## src/design/bmfs_pkg.sv

```systemverilog
// bmfs_pkg: shared types and constants of the biphase-mark frame sender
// no dependencies; imported by every module of the block

package bmfs_pkg;

  // widths of the item fields and configuration registers
  localparam int unsigned PAT_W    = 32;
  localparam int unsigned BIT_TK_W = 16;
  localparam int unsigned GAP_W    = 20;
  localparam int unsigned REP_W    = 8;
  localparam int unsigned SEG_W    = 20;
  localparam int unsigned CFG_IX_W = 2;
  localparam int unsigned CFG_D_W  = 20;

  // queue between front and back
  localparam int unsigned Q_DEPTH  = 2;
  localparam int unsigned Q_PTR_W  = 1;
  localparam int unsigned Q_CNT_W  = 2;

  // configuration register indexes
  localparam logic [CFG_IX_W-1:0] CFG_BIT_TICKS    = 2'd0;
  localparam logic [CFG_IX_W-1:0] CFG_GAP_TICKS    = 2'd1;
  localparam logic [CFG_IX_W-1:0] CFG_REPEAT_COUNT = 2'd2;

  // configuration reset values
  localparam logic [BIT_TK_W-1:0] BIT_TICKS_RST    = 16'd4000;
  localparam logic [GAP_W-1:0]    GAP_TICKS_RST    = 20'd100000;
  localparam logic [REP_W-1:0]    REPEAT_COUNT_RST = 8'd10;

  // request codes
  typedef enum logic {
    OP_TICK = 1'b0,
    OP_LOAD = 1'b1
  } cmd_op_t;

  // one classified item
  typedef struct packed {
    cmd_op_t          op;
    logic [PAT_W-1:0] pattern;
  } cmd_t;

  // configuration seen by the back end
  typedef struct packed {
    logic [BIT_TK_W-1:0] bit_ticks;
    logic [GAP_W-1:0]    gap_ticks;
    logic [REP_W-1:0]    repeat_count;
  } cfg_t;

  // one result item
  typedef struct packed {
    logic carrier_on;
    logic busy_res;
    logic load_rejected;
  } res_t;

  // queue status towards the front and back
  typedef struct packed {
    logic not_full;
    logic not_empty;
  } q_stat_t;

endpackage

```

## src/design/bmfs_front.sv

```systemverilog
// bmfs_front: intake stage, registers and classifies each input item
// depends on bmfs_pkg; feeds bmfs_queue

module bmfs_front (
  input  logic                      clk,
  input  logic                      rst_n,
  input  logic                      in_valid,
  output logic                      in_stall,
  input  logic                      in_req_type,
  input  logic [bmfs_pkg::PAT_W-1:0] in_pattern,
  input  logic                      q_not_full,
  output logic                      push,
  output bmfs_pkg::cmd_t            push_item
);
  import bmfs_pkg::*;

  logic fr_valid_r;
  logic fr_valid_nxt;
  cmd_t fr_item_r;
  logic accept;

  // hand the held item on whenever the queue has room
  assign push      = fr_valid_r && q_not_full;
  assign in_stall  = fr_valid_r && !q_not_full;
  assign accept    = in_valid && !in_stall;
  assign push_item = fr_item_r;

  // holding stage occupancy
  always_comb begin
    fr_valid_nxt = fr_valid_r;
    if (accept) begin
      fr_valid_nxt = 1'b1;
    end else if (push) begin
      fr_valid_nxt = 1'b0;
    end
  end

  always_ff @(posedge clk) begin
    if (!rst_n) begin
      fr_valid_r <= 1'b0;
    end else begin
      fr_valid_r <= fr_valid_nxt;
    end
  end

  // classify the request as tick or load
  always_ff @(posedge clk) begin
    if (accept) begin
      fr_item_r.op      <= in_req_type ? OP_LOAD : OP_TICK;
      fr_item_r.pattern <= in_pattern;
    end
  end

endmodule

```

## src/design/bmfs_queue.sv

```systemverilog
// bmfs_queue: two-entry queue of classified items between front and back
// depends on bmfs_pkg

module bmfs_queue (
  input  logic               clk,
  input  logic               rst_n,
  input  logic               push,
  input  bmfs_pkg::cmd_t     push_item,
  input  logic               pop,
  output bmfs_pkg::cmd_t     head_item,
  output bmfs_pkg::q_stat_t  stat
);
  import bmfs_pkg::*;

  cmd_t               mem_r [Q_DEPTH];
  logic [Q_PTR_W-1:0] wr_ptr_r;
  logic [Q_PTR_W-1:0] rd_ptr_r;
  logic [Q_CNT_W-1:0] cnt_r;

  assign stat.not_full  = (cnt_r != Q_CNT_W'(Q_DEPTH));
  assign stat.not_empty = (cnt_r != '0);
  assign head_item      = mem_r[rd_ptr_r];

  // pointers and fill count
  always_ff @(posedge clk) begin
    if (!rst_n) begin
      wr_ptr_r <= '0;
      rd_ptr_r <= '0;
      cnt_r    <= '0;
    end else begin
      if (push) begin
        wr_ptr_r <= wr_ptr_r + 1'b1;
      end
      if (pop) begin
        rd_ptr_r <= rd_ptr_r + 1'b1;
      end
      if (push && !pop) begin
        cnt_r <= cnt_r + 1'b1;
      end else if (pop && !push) begin
        cnt_r <= cnt_r - 1'b1;
      end
    end
  end

  // entry storage
  always_ff @(posedge clk) begin
    if (push) begin
      mem_r[wr_ptr_r] <= push_item;
    end
  end

endmodule

```

## src/design/bmfs_back.sv

```systemverilog
// bmfs_back: frame sequencer, runs one item per cycle unless stalled, holds the result register
// depends on bmfs_pkg; takes items from bmfs_queue

module bmfs_back #(
  parameter int unsigned PATTERN_BITS = 32
) (
  input  logic           clk,
  input  logic           rst_n,
  input  logic           q_not_empty,
  input  bmfs_pkg::cmd_t head_item,
  output logic           pop,
  input  bmfs_pkg::cfg_t cfg,
  output logic           out_valid,
  input  logic           out_stall,
  output bmfs_pkg::res_t out_res
);
  import bmfs_pkg::*;

  localparam int unsigned POS_W = $clog2(PATTERN_BITS);
  localparam int unsigned IDX_W = $clog2(PAT_W);

  typedef enum logic [2:0] {
    PH_IDLE,
    PH_START,
    PH_BITS,
    PH_END_LONG,
    PH_END_SHORT,
    PH_GAP
  } phase_t;

  phase_t             phase_r,   phase_nxt;
  logic               line_r,    line_nxt;
  logic [SEG_W-1:0]   seg_r,     seg_nxt;
  logic [POS_W-1:0]   pos_r,     pos_nxt;
  logic               mid_r,     mid_nxt;
  logic [REP_W-1:0]   rep_r,     rep_nxt;
  logic [PAT_W-1:0]   pat_r,     pat_nxt;
  logic               out_valid_r;
  res_t               res_r,     res_nxt;

  logic [BIT_TK_W-1:0] unit;
  logic [SEG_W-1:0]    unit1, unit2, unit4, unit8;
  logic [REP_W-1:0]    want;
  logic [SEG_W-1:0]    seg_dec;
  logic                last_bit;
  logic                dbit_cur, dbit_next;
  logic [REP_W-1:0]    rep_inc;

  // segment lengths from the half-bit unit
  assign unit  = (cfg.bit_ticks == '0) ? BIT_TK_W'(1) : cfg.bit_ticks;
  assign unit1 = SEG_W'(unit);
  assign unit2 = unit1 << 1;
  assign unit4 = unit1 << 2;
  assign unit8 = unit1 << 3;
  assign want  = (cfg.repeat_count == '0) ? REP_W'(1) : cfg.repeat_count;

  // data bit at the current and the following position, zero past the pattern
  assign dbit_cur  = (32'(pos_r) >= 32'(PAT_W)) ? 1'b0 : pat_r[IDX_W'(pos_r)];
  assign dbit_next = ((32'(pos_r) + 32'd1) >= 32'(PAT_W)) ? 1'b0
                   : pat_r[IDX_W'(32'(pos_r) + 32'd1)];
  assign last_bit  = (32'(pos_r) + 32'd1) >= 32'(PATTERN_BITS);
  assign seg_dec   = (seg_r != '0) ? (seg_r - 1'b1) : seg_r;
  assign rep_inc   = rep_r + 1'b1;

  // take the head item when the result register is free or draining
  assign pop       = q_not_empty && (!out_valid_r || !out_stall);
  assign out_valid = out_valid_r;
  assign out_res   = res_r;

  // one step of the sequencer
  always_comb begin
    phase_nxt = phase_r;
    line_nxt  = line_r;
    seg_nxt   = seg_r;
    pos_nxt   = pos_r;
    mid_nxt   = mid_r;
    rep_nxt   = rep_r;
    pat_nxt   = pat_r;
    res_nxt.carrier_on    = 1'b0;
    res_nxt.load_rejected = 1'b0;

    if (head_item.op == OP_LOAD) begin
      if (phase_r != PH_IDLE) begin
        res_nxt.load_rejected = 1'b1;
        res_nxt.carrier_on    = line_r;
      end else begin
        pat_nxt   = head_item.pattern;
        rep_nxt   = '0;
        phase_nxt = PH_START;
        line_nxt  = 1'b1;
        seg_nxt   = unit8;
        pos_nxt   = '0;
        mid_nxt   = 1'b0;
        res_nxt.carrier_on = 1'b1;
      end
    end else if (phase_r != PH_IDLE) begin
      res_nxt.carrier_on = line_r;
      seg_nxt = seg_dec;
      if (seg_dec == '0) begin
        unique case (phase_r)
          PH_START: begin
            pos_nxt   = '0;
            phase_nxt = PH_BITS;
            line_nxt  = ~line_r;
            mid_nxt   = 1'b0;
            seg_nxt   = dbit_cur ? unit1 : unit2;
          end
          PH_BITS: begin
            if (dbit_cur && !mid_r) begin
              // second toggle of a one
              mid_nxt  = 1'b1;
              line_nxt = ~line_r;
              seg_nxt  = unit1;
            end else if (last_bit) begin
              pos_nxt   = '0;
              phase_nxt = PH_END_LONG;
              line_nxt  = ~line_r;
              seg_nxt   = unit4;
            end else begin
              pos_nxt   = pos_r + 1'b1;
              line_nxt  = ~line_r;
              mid_nxt   = 1'b0;
              seg_nxt   = dbit_next ? unit1 : unit2;
            end
          end
          PH_END_LONG: begin
            phase_nxt = PH_END_SHORT;
            line_nxt  = ~line_r;
            seg_nxt   = unit1;
          end
          PH_END_SHORT: begin
            line_nxt = 1'b0;
            rep_nxt  = rep_inc;
            if (cfg.gap_ticks != '0) begin
              phase_nxt = PH_GAP;
              seg_nxt   = SEG_W'(cfg.gap_ticks);
            end else if (rep_inc < want) begin
              phase_nxt = PH_START;
              line_nxt  = 1'b1;
              seg_nxt   = unit8;
              pos_nxt   = '0;
              mid_nxt   = 1'b0;
            end else begin
              phase_nxt = PH_IDLE;
              seg_nxt   = '0;
            end
          end
          PH_GAP: begin
            if (rep_r < want) begin
              phase_nxt = PH_START;
              line_nxt  = 1'b1;
              seg_nxt   = unit8;
              pos_nxt   = '0;
              mid_nxt   = 1'b0;
            end else begin
              phase_nxt = PH_IDLE;
              line_nxt  = 1'b0;
              seg_nxt   = '0;
            end
          end
          default: begin
            phase_nxt = PH_IDLE;
            line_nxt  = 1'b0;
            seg_nxt   = '0;
          end
        endcase
      end
    end
    res_nxt.busy_res = (phase_nxt != PH_IDLE);
  end

  // sequencer state and result valid
  always_ff @(posedge clk) begin
    if (!rst_n) begin
      phase_r     <= PH_IDLE;
      line_r      <= 1'b0;
      seg_r       <= '0;
      pos_r       <= '0;
      mid_r       <= 1'b0;
      rep_r       <= '0;
      out_valid_r <= 1'b0;
    end else begin
      if (pop) begin
        phase_r <= phase_nxt;
        line_r  <= line_nxt;
        seg_r   <= seg_nxt;
        pos_r   <= pos_nxt;
        mid_r   <= mid_nxt;
        rep_r   <= rep_nxt;
      end
      if (pop) begin
        out_valid_r <= 1'b1;
      end else if (!out_stall) begin
        out_valid_r <= 1'b0;
      end
    end
  end

  // pattern and result payload
  always_ff @(posedge clk) begin
    if (pop) begin
      pat_r <= pat_nxt;
      res_r <= res_nxt;
    end
  end

endmodule

```

## src/design/biphase_mark_ir_frame_sender_top.sv

```systemverilog
// Biphase-mark IR frame sender takes one tick or load item per cycle while nothing stalls
// and gives one result item for each, via the intake register, queue and result register;
// the rate is set by the sequencer, which advances its segment counter by one tick per
// item. A load while idle starts repeat_count frames, zero counting as one (start mark,
// data bits low first in biphase-mark code, end marker, gap if gap_ticks is nonzero);
// a load while busy is refused and flagged. Write configuration only while no item is in
// flight; a value written during a frame takes effect from the next segment on.
// depends on bmfs_pkg, bmfs_front, bmfs_queue, bmfs_back

module biphase_mark_ir_frame_sender_top #(
  parameter int unsigned PATTERN_BITS = 32
) (
  input  logic                         clk,
  input  logic                         rst_n,
  input  logic                         in_valid,
  output logic                         in_stall,
  input  logic                         in_req_type,
  input  logic [bmfs_pkg::PAT_W-1:0]   in_pattern,
  output logic                         out_valid,
  input  logic                         out_stall,
  output logic                         out_carrier_on,
  output logic                         out_busy_res,
  output logic                         out_load_rejected,
  input  logic                         cfg_we,
  input  logic [bmfs_pkg::CFG_IX_W-1:0] cfg_index,
  input  logic [bmfs_pkg::CFG_D_W-1:0]  cfg_wdata
);
  import bmfs_pkg::*;

  cfg_t    cfg_r;
  logic    push;
  cmd_t    push_item;
  logic    pop;
  cmd_t    head_item;
  q_stat_t q_stat;
  res_t    res;

  // configuration registers
  always_ff @(posedge clk) begin
    if (!rst_n) begin
      cfg_r.bit_ticks    <= BIT_TICKS_RST;
      cfg_r.gap_ticks    <= GAP_TICKS_RST;
      cfg_r.repeat_count <= REPEAT_COUNT_RST;
    end else if (cfg_we) begin
      unique case (cfg_index)
        CFG_BIT_TICKS:    cfg_r.bit_ticks    <= cfg_wdata[BIT_TK_W-1:0];
        CFG_GAP_TICKS:    cfg_r.gap_ticks    <= cfg_wdata[GAP_W-1:0];
        CFG_REPEAT_COUNT: cfg_r.repeat_count <= cfg_wdata[REP_W-1:0];
        default: begin
        end
      endcase
    end
  end

  bmfs_front u_front (
    .clk         (clk),
    .rst_n       (rst_n),
    .in_valid    (in_valid),
    .in_stall    (in_stall),
    .in_req_type (in_req_type),
    .in_pattern  (in_pattern),
    .q_not_full  (q_stat.not_full),
    .push        (push),
    .push_item   (push_item)
  );

  bmfs_queue u_queue (
    .clk       (clk),
    .rst_n     (rst_n),
    .push      (push),
    .push_item (push_item),
    .pop       (pop),
    .head_item (head_item),
    .stat      (q_stat)
  );

  bmfs_back #(
    .PATTERN_BITS (PATTERN_BITS)
  ) u_back (
    .clk         (clk),
    .rst_n       (rst_n),
    .q_not_empty (q_stat.not_empty),
    .head_item   (head_item),
    .pop         (pop),
    .cfg         (cfg_r),
    .out_valid   (out_valid),
    .out_stall   (out_stall),
    .out_res     (res)
  );

  assign out_carrier_on    = res.carrier_on;
  assign out_busy_res      = res.busy_res;
  assign out_load_rejected = res.load_rejected;

  // a refused load only happens while frames are still running
  a_reject_busy: assert property (@(posedge clk) disable iff (!rst_n)
    out_valid && out_load_rejected |-> out_busy_res)
    else $error("refused load reported while idle");

  // nothing comes out in the first cycle out of reset
  a_reset_quiet: assert property (@(posedge clk)
    rst_n && $past(!rst_n) |-> !out_valid)
    else $error("result valid straight after reset");

  // the back end only takes from a queue that holds an item
  a_pop_nonempty: assert property (@(posedge clk) disable iff (!rst_n)
    pop |-> q_stat.not_empty)
    else $error("queue read while empty");

  // the intake stage only stalls while the queue is full
  a_stall_full: assert property (@(posedge clk) disable iff (!rst_n)
    in_stall |-> !q_stat.not_full)
    else $error("input stalled with room in the queue");

endmodule

```

## config.mk

```make
export PLATFORM = sky130hd
export DESIGN_NAME = biphase_mark_ir_frame_sender_top
export DESIGN_NICKNAME = d
export VERILOG_FILES = /design/src/design/bmfs_pkg.sv /design/src/design/bmfs_front.sv /design/src/design/bmfs_queue.sv /design/src/design/bmfs_back.sv /design/src/design/biphase_mark_ir_frame_sender_top.sv
export SDC_FILE = /design/constraint.sdc
export NUM_CORES = 1
export LEC_CHECK = 0
export BUFFER_PORTS_ARGS = -buffer_cell sky130_fd_sc_hd__buf_4
export CORE_AREA = 2 2 143 145
export DETAILED_ROUTE_END_ITERATION = 12
export DIE_AREA = 0 0 145 147
export GPL_ROUTABILITY_DRIVEN = 0
export PLACE_DENSITY = 0.77
export REMOVE_ABC_BUFFERS = 1
export SLEW_MARGIN = 10
export SYNTH_ARGS = -nofsm -noshare
export SYNTH_HDL_FRONTEND = slang
export SYNTH_SLANG_ARGS = --single-unit
```

## constraint.sdc

```tcl
create_clock -name clk -period 8.19 [get_ports clk]
set_input_delay 0.4095 -clock clk [delete_from_list [all_inputs] [get_ports clk]]
set_output_delay 0.4095 -clock clk [all_outputs]
set_load 0.02 [all_outputs]
```

; Yosys cells after proc, flatten, opt, wreduce, memory -nomap -nowiden
; Memories as Yosys holds them, arrays and structs flattened. A register that Yosys moved wholly into a read port is not among the register bits.
; Cells that the tools add are included.
; Widths: inputs -> output; s select.
[op_classes]
add_sub_neg = 8
n_lt_le_gt_ge = 5
n_eq_ne = 15
mux = 77
n_bitwise = 2
n_reduce_logical = 40
[ops]
columns = op, n
row1 = $mux 20, 8
row2 = $pmux 20 s5, 1
row3 = $mux 8, 6
row4 = $mux 5, 9
row5 = $reduce_bool 20->1, 2
row6 = $mux 19, 2
row7 = $mux 17, 2
row8 = $mux 1, 33
row9 = $ge 32x6->1 const B, 1
row10 = $mux 3, 7
row11 = $logic_not 20->1, 1
row12 = $pmux 5 s4, 1
row13 = $sub 20x1->20 const B, 1
row14 = $reduce_and 9->1, 2
row15 = $logic_not 16->1, 1
row16 = $lt 8x8->1, 2
row17 = $mux 16, 1
row18 = $pmux 3 s5, 1
row19 = $lt 5x6->1 const B, 2
row20 = $reduce_bool 2->1, 6
row21 = $bmux 1 s5, 2
row22 = $reduce_and 3->1, 3
row23 = $add 8x1->8 const B, 1
row24 = $logic_not 8->1, 1
row25 = 28 further kinds, 51
[word_totals]
ff_bits = 156
mem_bits_rw = 66
input_bits = 60
out_inout_bits = 5
word_cells = 168
n_memories = 1
[mem_list]
columns = memory, depth, word_bits, read_ports, rd_ports_with_merged_regs, wr, line_no
row1 = u_queue.mem_r, 2, 33, 1, 1, 1, bmfs_queue.sv:15  ; cmd_t mem_r [Q_DEPTH];

; Logic depth before layout (Yosys ltp)
[logic_depth]
word_depth = 11
ltp_mapped = 15
ltp_nobuf = 14

; Cells and area by module
; A second synthesis with hierarchy kept.
[hier_totals]
cells_unflattened = 1090
hier_area_um2 = 11737.5
[by_module_without_submodules]
columns = module, n_inst, cells_per_inst, area_each_um2, seq_area_each_um2
row1 = bmfs_back, 1, 746, 6313.6, 1831.8
row2 = bmfs_queue, 1, 125, 2600.0, 2082.0
row3 = biphase_mark_ir_frame_sender_top, 1, 181, 1779.2, 880.8
row4 = bmfs_front, 1, 38, 1044.8, 1011.0

; Worst setup path after synthesis
; OpenSTA, ideal clock, no wires.
[synth_path]
path_kind = reg-to-reg
startpoint = register u_back.rep_r[2]
endpoint = register u_back.seg_r[5]
setup_ps = 95
arrival_time_ps = 3285
t_required_ps = 8095
setup_slack_ps = 4810
stages_incl_launch_ff = 15
path_buffers = 1
synth_period_minus_slack_ps = 3380
path_cell_list = dfxtp_1 nand3_1 or2_2 or2_2 xnor2_1 ha_1 nand2_1 nor2_1 a211oi_1 nand4_1 a21oi_1 clkbuf_1 nand2_1 and3_1 a221oi_1
[synth_between]
elab_chain_cells = 8
elab_cells_between_ends = 10
classes_between = 1 x add/sub / 2 x order compare / 7 x mux
[synth_lines]
columns = item, line_no
row1 = from (decl), bmfs_back.sv:36  ; logic [REP_W-1:0] rep_r, rep_nxt;
row2 = from (signal assigned), bmfs_back.sv:189  ; rep_r <= rep_nxt;
row3 = $add 8x1->8, bmfs_back.sv:63  ; assign rep_inc = rep_r + 1'b1;
row4 = $lt 8x8->1, bmfs_back.sv:137  ; end else if (rep_inc < want) begin
row5 = $mux 19, bmfs_back.sv:137
row6 = $mux 20, bmfs_back.sv:134  ; if (cfg.gap_ticks != '0) begin
row7 = $pmux 20 s5 (*), bmfs_back.sv:100  ; unique case (phase_r)
row8 = $mux 20 (*), bmfs_back.sv:99  ; if (seg_dec == '0) begin
row9 = $mux 20 (*), bmfs_back.sv:96  ; end else if (phase_r != PH_IDLE) begin
row10 = $mux 20 (*), bmfs_back.sv:82  ; if (head_item.op == OP_LOAD) begin
row11 = to (signal assigned), bmfs_back.sv:186  ; seg_r <= seg_nxt;
row12 = to (decl), bmfs_back.sv:33  ; logic [SEG_W-1:0] seg_r, seg_nxt;
; Mark *: on every way between the ends. The rest lies on a longest branch, timed or not. The select of a mux whose other input is x is not followed.
; A chain may end at the register's enable or synchronous reset.

; Final worst setup path
[layout_path]
startpoint = register u_back.pos_r[0]
endpoint = register u_back.seg_r[6]
[layout_between]
elab_chain_cells = 11
elab_cells_between_ends = 16
classes_between = 1 x add/sub / 1 x order compare / 13 x mux / 1 x reduce/logical
[layout_lines]
columns = item, line_no
row1 = from (decl), bmfs_back.sv:34  ; logic [POS_W-1:0] pos_r, pos_nxt;
row2 = from (signal assigned), bmfs_back.sv:187  ; pos_r <= pos_nxt;
row3 = branches (longest 7 deep; another with $ge 32x6->1), n/a
row4 = $pmux 20 s5 (*), bmfs_back.sv:100
row5 = $mux 20 (*), bmfs_back.sv:99
row6 = $mux 20 (*), bmfs_back.sv:96
row7 = $mux 20 (*), bmfs_back.sv:82
; Mark *: on every way between the ends. The select of a mux whose other input is x is not followed.

==> out/metrics.cfg <==
[outcome]
result_of_the_run=completed

[route]
vias=9003
routed_via_density=6.37
dr.first_iter.drc_count=1176
drcViolationCount=0
post_drt_wl_per_cell_um=19.7
iteration_count_of_the_initial_detailed_routing_pass=6
wl_um=27800
antenna_violating_nets_post_route=0

[clocking]
cts_max_level=1
hold_buffers=0
postCtsSetupBuffers=0
clock-root-buffer=clkbuf_16
clock_insertion_delay_worst_skew_ns=0.53
clock_sink_count=223
post_cts_resize_count=0
tritoncts_clock_tree=built
cts_inserted_buffers=23
cts_max_path_buffers=3
path_clk_slew_ns=0.07

[power]
power.density_cell_area_mw_per_mm2=354
leak_pwr_nw=4.57
ir_drop_v=0.000245
fin_total_pwr_mw=4.48

[floorplan]
initial_core_util_pct=56.6
io_pins=65
core_region_area_sq_mm=0.0198
dieWidth_um=145
floorplan.die.height_um=147
placement_rows=52
floorplan.die_area_sq_mm=0.0213

[finish]
postLayoutCoreUtil_pct=63.7
nets=1208
regArea_sq_mm=0.00581
nFillCells=1592
syn_to_final_growth_pct=12.6
multi_input_comb_area_sq_mm=0.00503
layout-drive-gt1-share_pct=17.1

[worst_setup_path]
worst_setup_slack_for_register_to_register_paths_ns=4.23
cp_cell_sequence=ha_1 > xnor2_1 > nand2b_1 > o2111ai_1 > o22ai_1 > a211oi_2 > buf_4 > o21a_1 > o21bai_1 > a211o_1 > o2bb2ai_1
timing_worst_setup_path_type=reg2reg
worstSetupEndpointType=register
worst_r2r_path_depth=11
r2r-start=u_back.pos_r[0]
worst_setup_path_start_kind=register
critical_path_required_ns=8.59
worstSetupEndpoint=u_back.seg_r[6]
crit_slowest_cell=dfxtp_1
critical-path-max-stage-delay_ns=0.99
cp-startpoint=u_back.pos_r[0]
critical_path_peak_fanout=25
worst-endpoint-arrival_ns=4.36
rr_endpoint=u_back.seg_r[6]

[yosys]
dominant_combinational_cell_family_by_area_after_synthesis=simple AND/OR/NAND/NOR gates
share_of_synthesized_cell_area_in_full_adder_half_adder_and_majority_cells_pct=2.34
synth_sequential_area_ratio_pct=51.7
post_synth_num_cell_types=84
postSynth.topFlopCell=edfxtp_1
synth-edff-count=134
cells_after_synthesis=1097
synth_xor_area_share_pct=1.57
synth_compound_gate_area_share_pct=15.4
synth_async_sr_flop_share_pct=0
yosysWarnings=0
netlist_area_pre_place_sq_mm=0.0112
synth-simple-area-share_pct=17.2
multiplexer_area_fraction_after_synthesis_pct=8.00
ffs_latches_synth=223
post_synth.cell_area_avg_sq_um=10.2

[timing]
setup_viol_count_final=0
final_worst_path_cycle_share_pct=48.3
final.min_clock_period_ns=3.96
final.hold.worst_slack_ns=0.0592
slew_headroom_pct=16.9
timing_hold_violations_final=0
tightestPinTransition_ns=1.24
setup-tns-final_ns=0
drv_slew=0
grt_setup_unrepaired=no
timing.clock.skew_ns=0.0154
fmaxAchievable_ghz=0.253

[job]
maxCapViolations=0

[global_routing]
grt_first_pass_wirelength_um=44700
grt-ovfl-total=0
initial_antenna_violation_count=0
maximum_number_of_pins_on_one_net_before_global_route_repair=55
vias_in_the_first_global_route=8532
global_route.usage.total_pct=25.6

[placement]
buffer_ports.inserted=64
post-dp-hpwl_um=19100

[worst_hold_path]
worstHoldPathType=in2reg

worst min-delay path by stage:
stage          slack (ns)  cells after the start                    to             startpoint
2_1_floorplan        0.42                      0   u_queue.mem_r[0][0]   u_front.push_item[0]
3_3_place_gp         0.42                      0  u_queue.mem_r[0][17]  u_front.push_item[17]
3_5_place_dp         0.43                      0  u_queue.mem_r[0][14]  u_front.push_item[14]
4_1_cts              0.04                      1  u_front.push_item[8]          in_pattern[8]
5_1_grt              0.05                      1  u_front.push_item[8]          in_pattern[8]
6_report             0.06                      1  u_front.push_item[8]          in_pattern[8]
layout by cell type (no fill, tap or decap), types with 7 or more instances in the layout:
cell type	n
nand3_1	46
inv_1	33
nor4_1	22
dfxtp_1	89
mux2_2	46
xor2_1	8
nor2_1	79
a221oi_1	9
nor3_1	24
a211oi_1	9
a22oi_1	13
o21ai_1	11
o21ai_0	34
a21oi_1	72
xnor2_1	9
ha_1	21
nand4_1	11
and3_1	8
edfxtp_1	134
clkinv_1	9
o22ai_1	11
o2111ai_1	8
nand2_1	138
mux2i_1	37
clkbuf_16	25
o221ai_1	9
nand2b_1	7
o211ai_1	10
buf_4	80
synth_stat cells (all sizes together), types with 5 or more instances:
library cell  count  area share [%]
o221ai            9            0.70
o21ai            46             2.1
buf              22            0.92
edfxtp          134              36
dfxtp            89              16
xor2              8            0.62
clkbuf           53             1.8
xnor2            10            0.95
nor3             27             1.3
o31ai             5            0.33
nand3            48             2.2
a221oi            9            0.70
o21bai            5            0.33
nor4             24             1.4
a21oi            74             3.4
a222oi            6            0.53
inv              34             1.1
o22ai            11            0.61
nor2             80             2.7
o211ai           10            0.67
a211oi           10            0.71
a31oi             5            0.28
nor2b             7            0.39
or3               6            0.33
ha               21             2.3
o2111ai           8            0.62
nand2b            8            0.51
nand2           138             4.6
a22oi            13            0.87
and2              6            0.33
and3              8            0.45
nand4            12            0.72
o41ai             8             1.0
or4               7            0.53
mux2             46             4.6
or2               7            0.39
mux2i            38             3.4
kinds of logic (layout without fill, tap and decap cells):
group / Yosys count / in the layout
mux: 84 / 84
flops: 223 / 223
buf+inv: 109 / 155
xor+xnor: 18 / 18
other cells: 0 / 1
simple gates: 392 / 392
compound gates: 250 / 250
fa+ha+maj: 21 / 21
report_power, final:
part | internal (mW) | switching [mW]
sequential | 1.38 | 0.156
clock | 0.585 | 0.440
combinational | 0.734 | 1.18
total | 2.70 | 1.78
worst max-delay path: cells and delay by family (launching register included):
kind,cells,cell delay (ns)
AOI/OAI and AO/OA,7,1.70
DFF,1,0.99
adders and majority gates,1,0.35
xor gates and xnor gates,1,0.29
buffers and inverters,1,0.25
and+or+nand+nor,1,0.23
routing by layer:
layer	global-route usage [%]	vias up	part of all wire (%)
met1	33.6	4267	39
li1	-	4167	-
met5	0	-	0
met3	3.94	103	8.3
met4	9.06	0	4.0
met2	43.6	466	48
metrics by stage:
step,setup WS (ns),cell area (sq um),std cells
6_report,4.23,12600,1414
5_1_grt,3.90,12600,1413
4_1_cts,4.34,12600,1413
3_5_place_dp,4.37,11900,1372
3_3_place_gp,4.43,11900,1372
2_1_floorplan,3.18,10900,1022
area by class of cell:
class / instances / area share (%)
Clock buffer: 26 / 4.98
Inverter: 34 / 1.01
Tap cell: 270 / 2.67
Timing Repair Buffer: 80 / 4.75
Sequential cell: 223 / 45.9
Clock inverter: 15 / 0.871
Antenna cell: 1 / 0.0198
Multi-Input combinational cell: 765 / 39.8
state kept, by name, indices dropped and copies added (netlist names), named ones only:
register            count
u_queue.rd_ptr_r        1
u_back.line_r           1
u_back.pat_r           32
cfg_r                  44
u_queue.mem_r          66
u_back.mid_r            1
u_back.out_valid        1
u_back.seg_r           20
u_queue.cnt_r           2
u_back.pos_r            5
u_front.fr_valid_r      1
u_back.rep_r            8
u_back.phase_r          3
u_front.push_item      33
u_queue.wr_ptr_r        1
u_back.out_res          3
(Power assumes the default switching activity.)
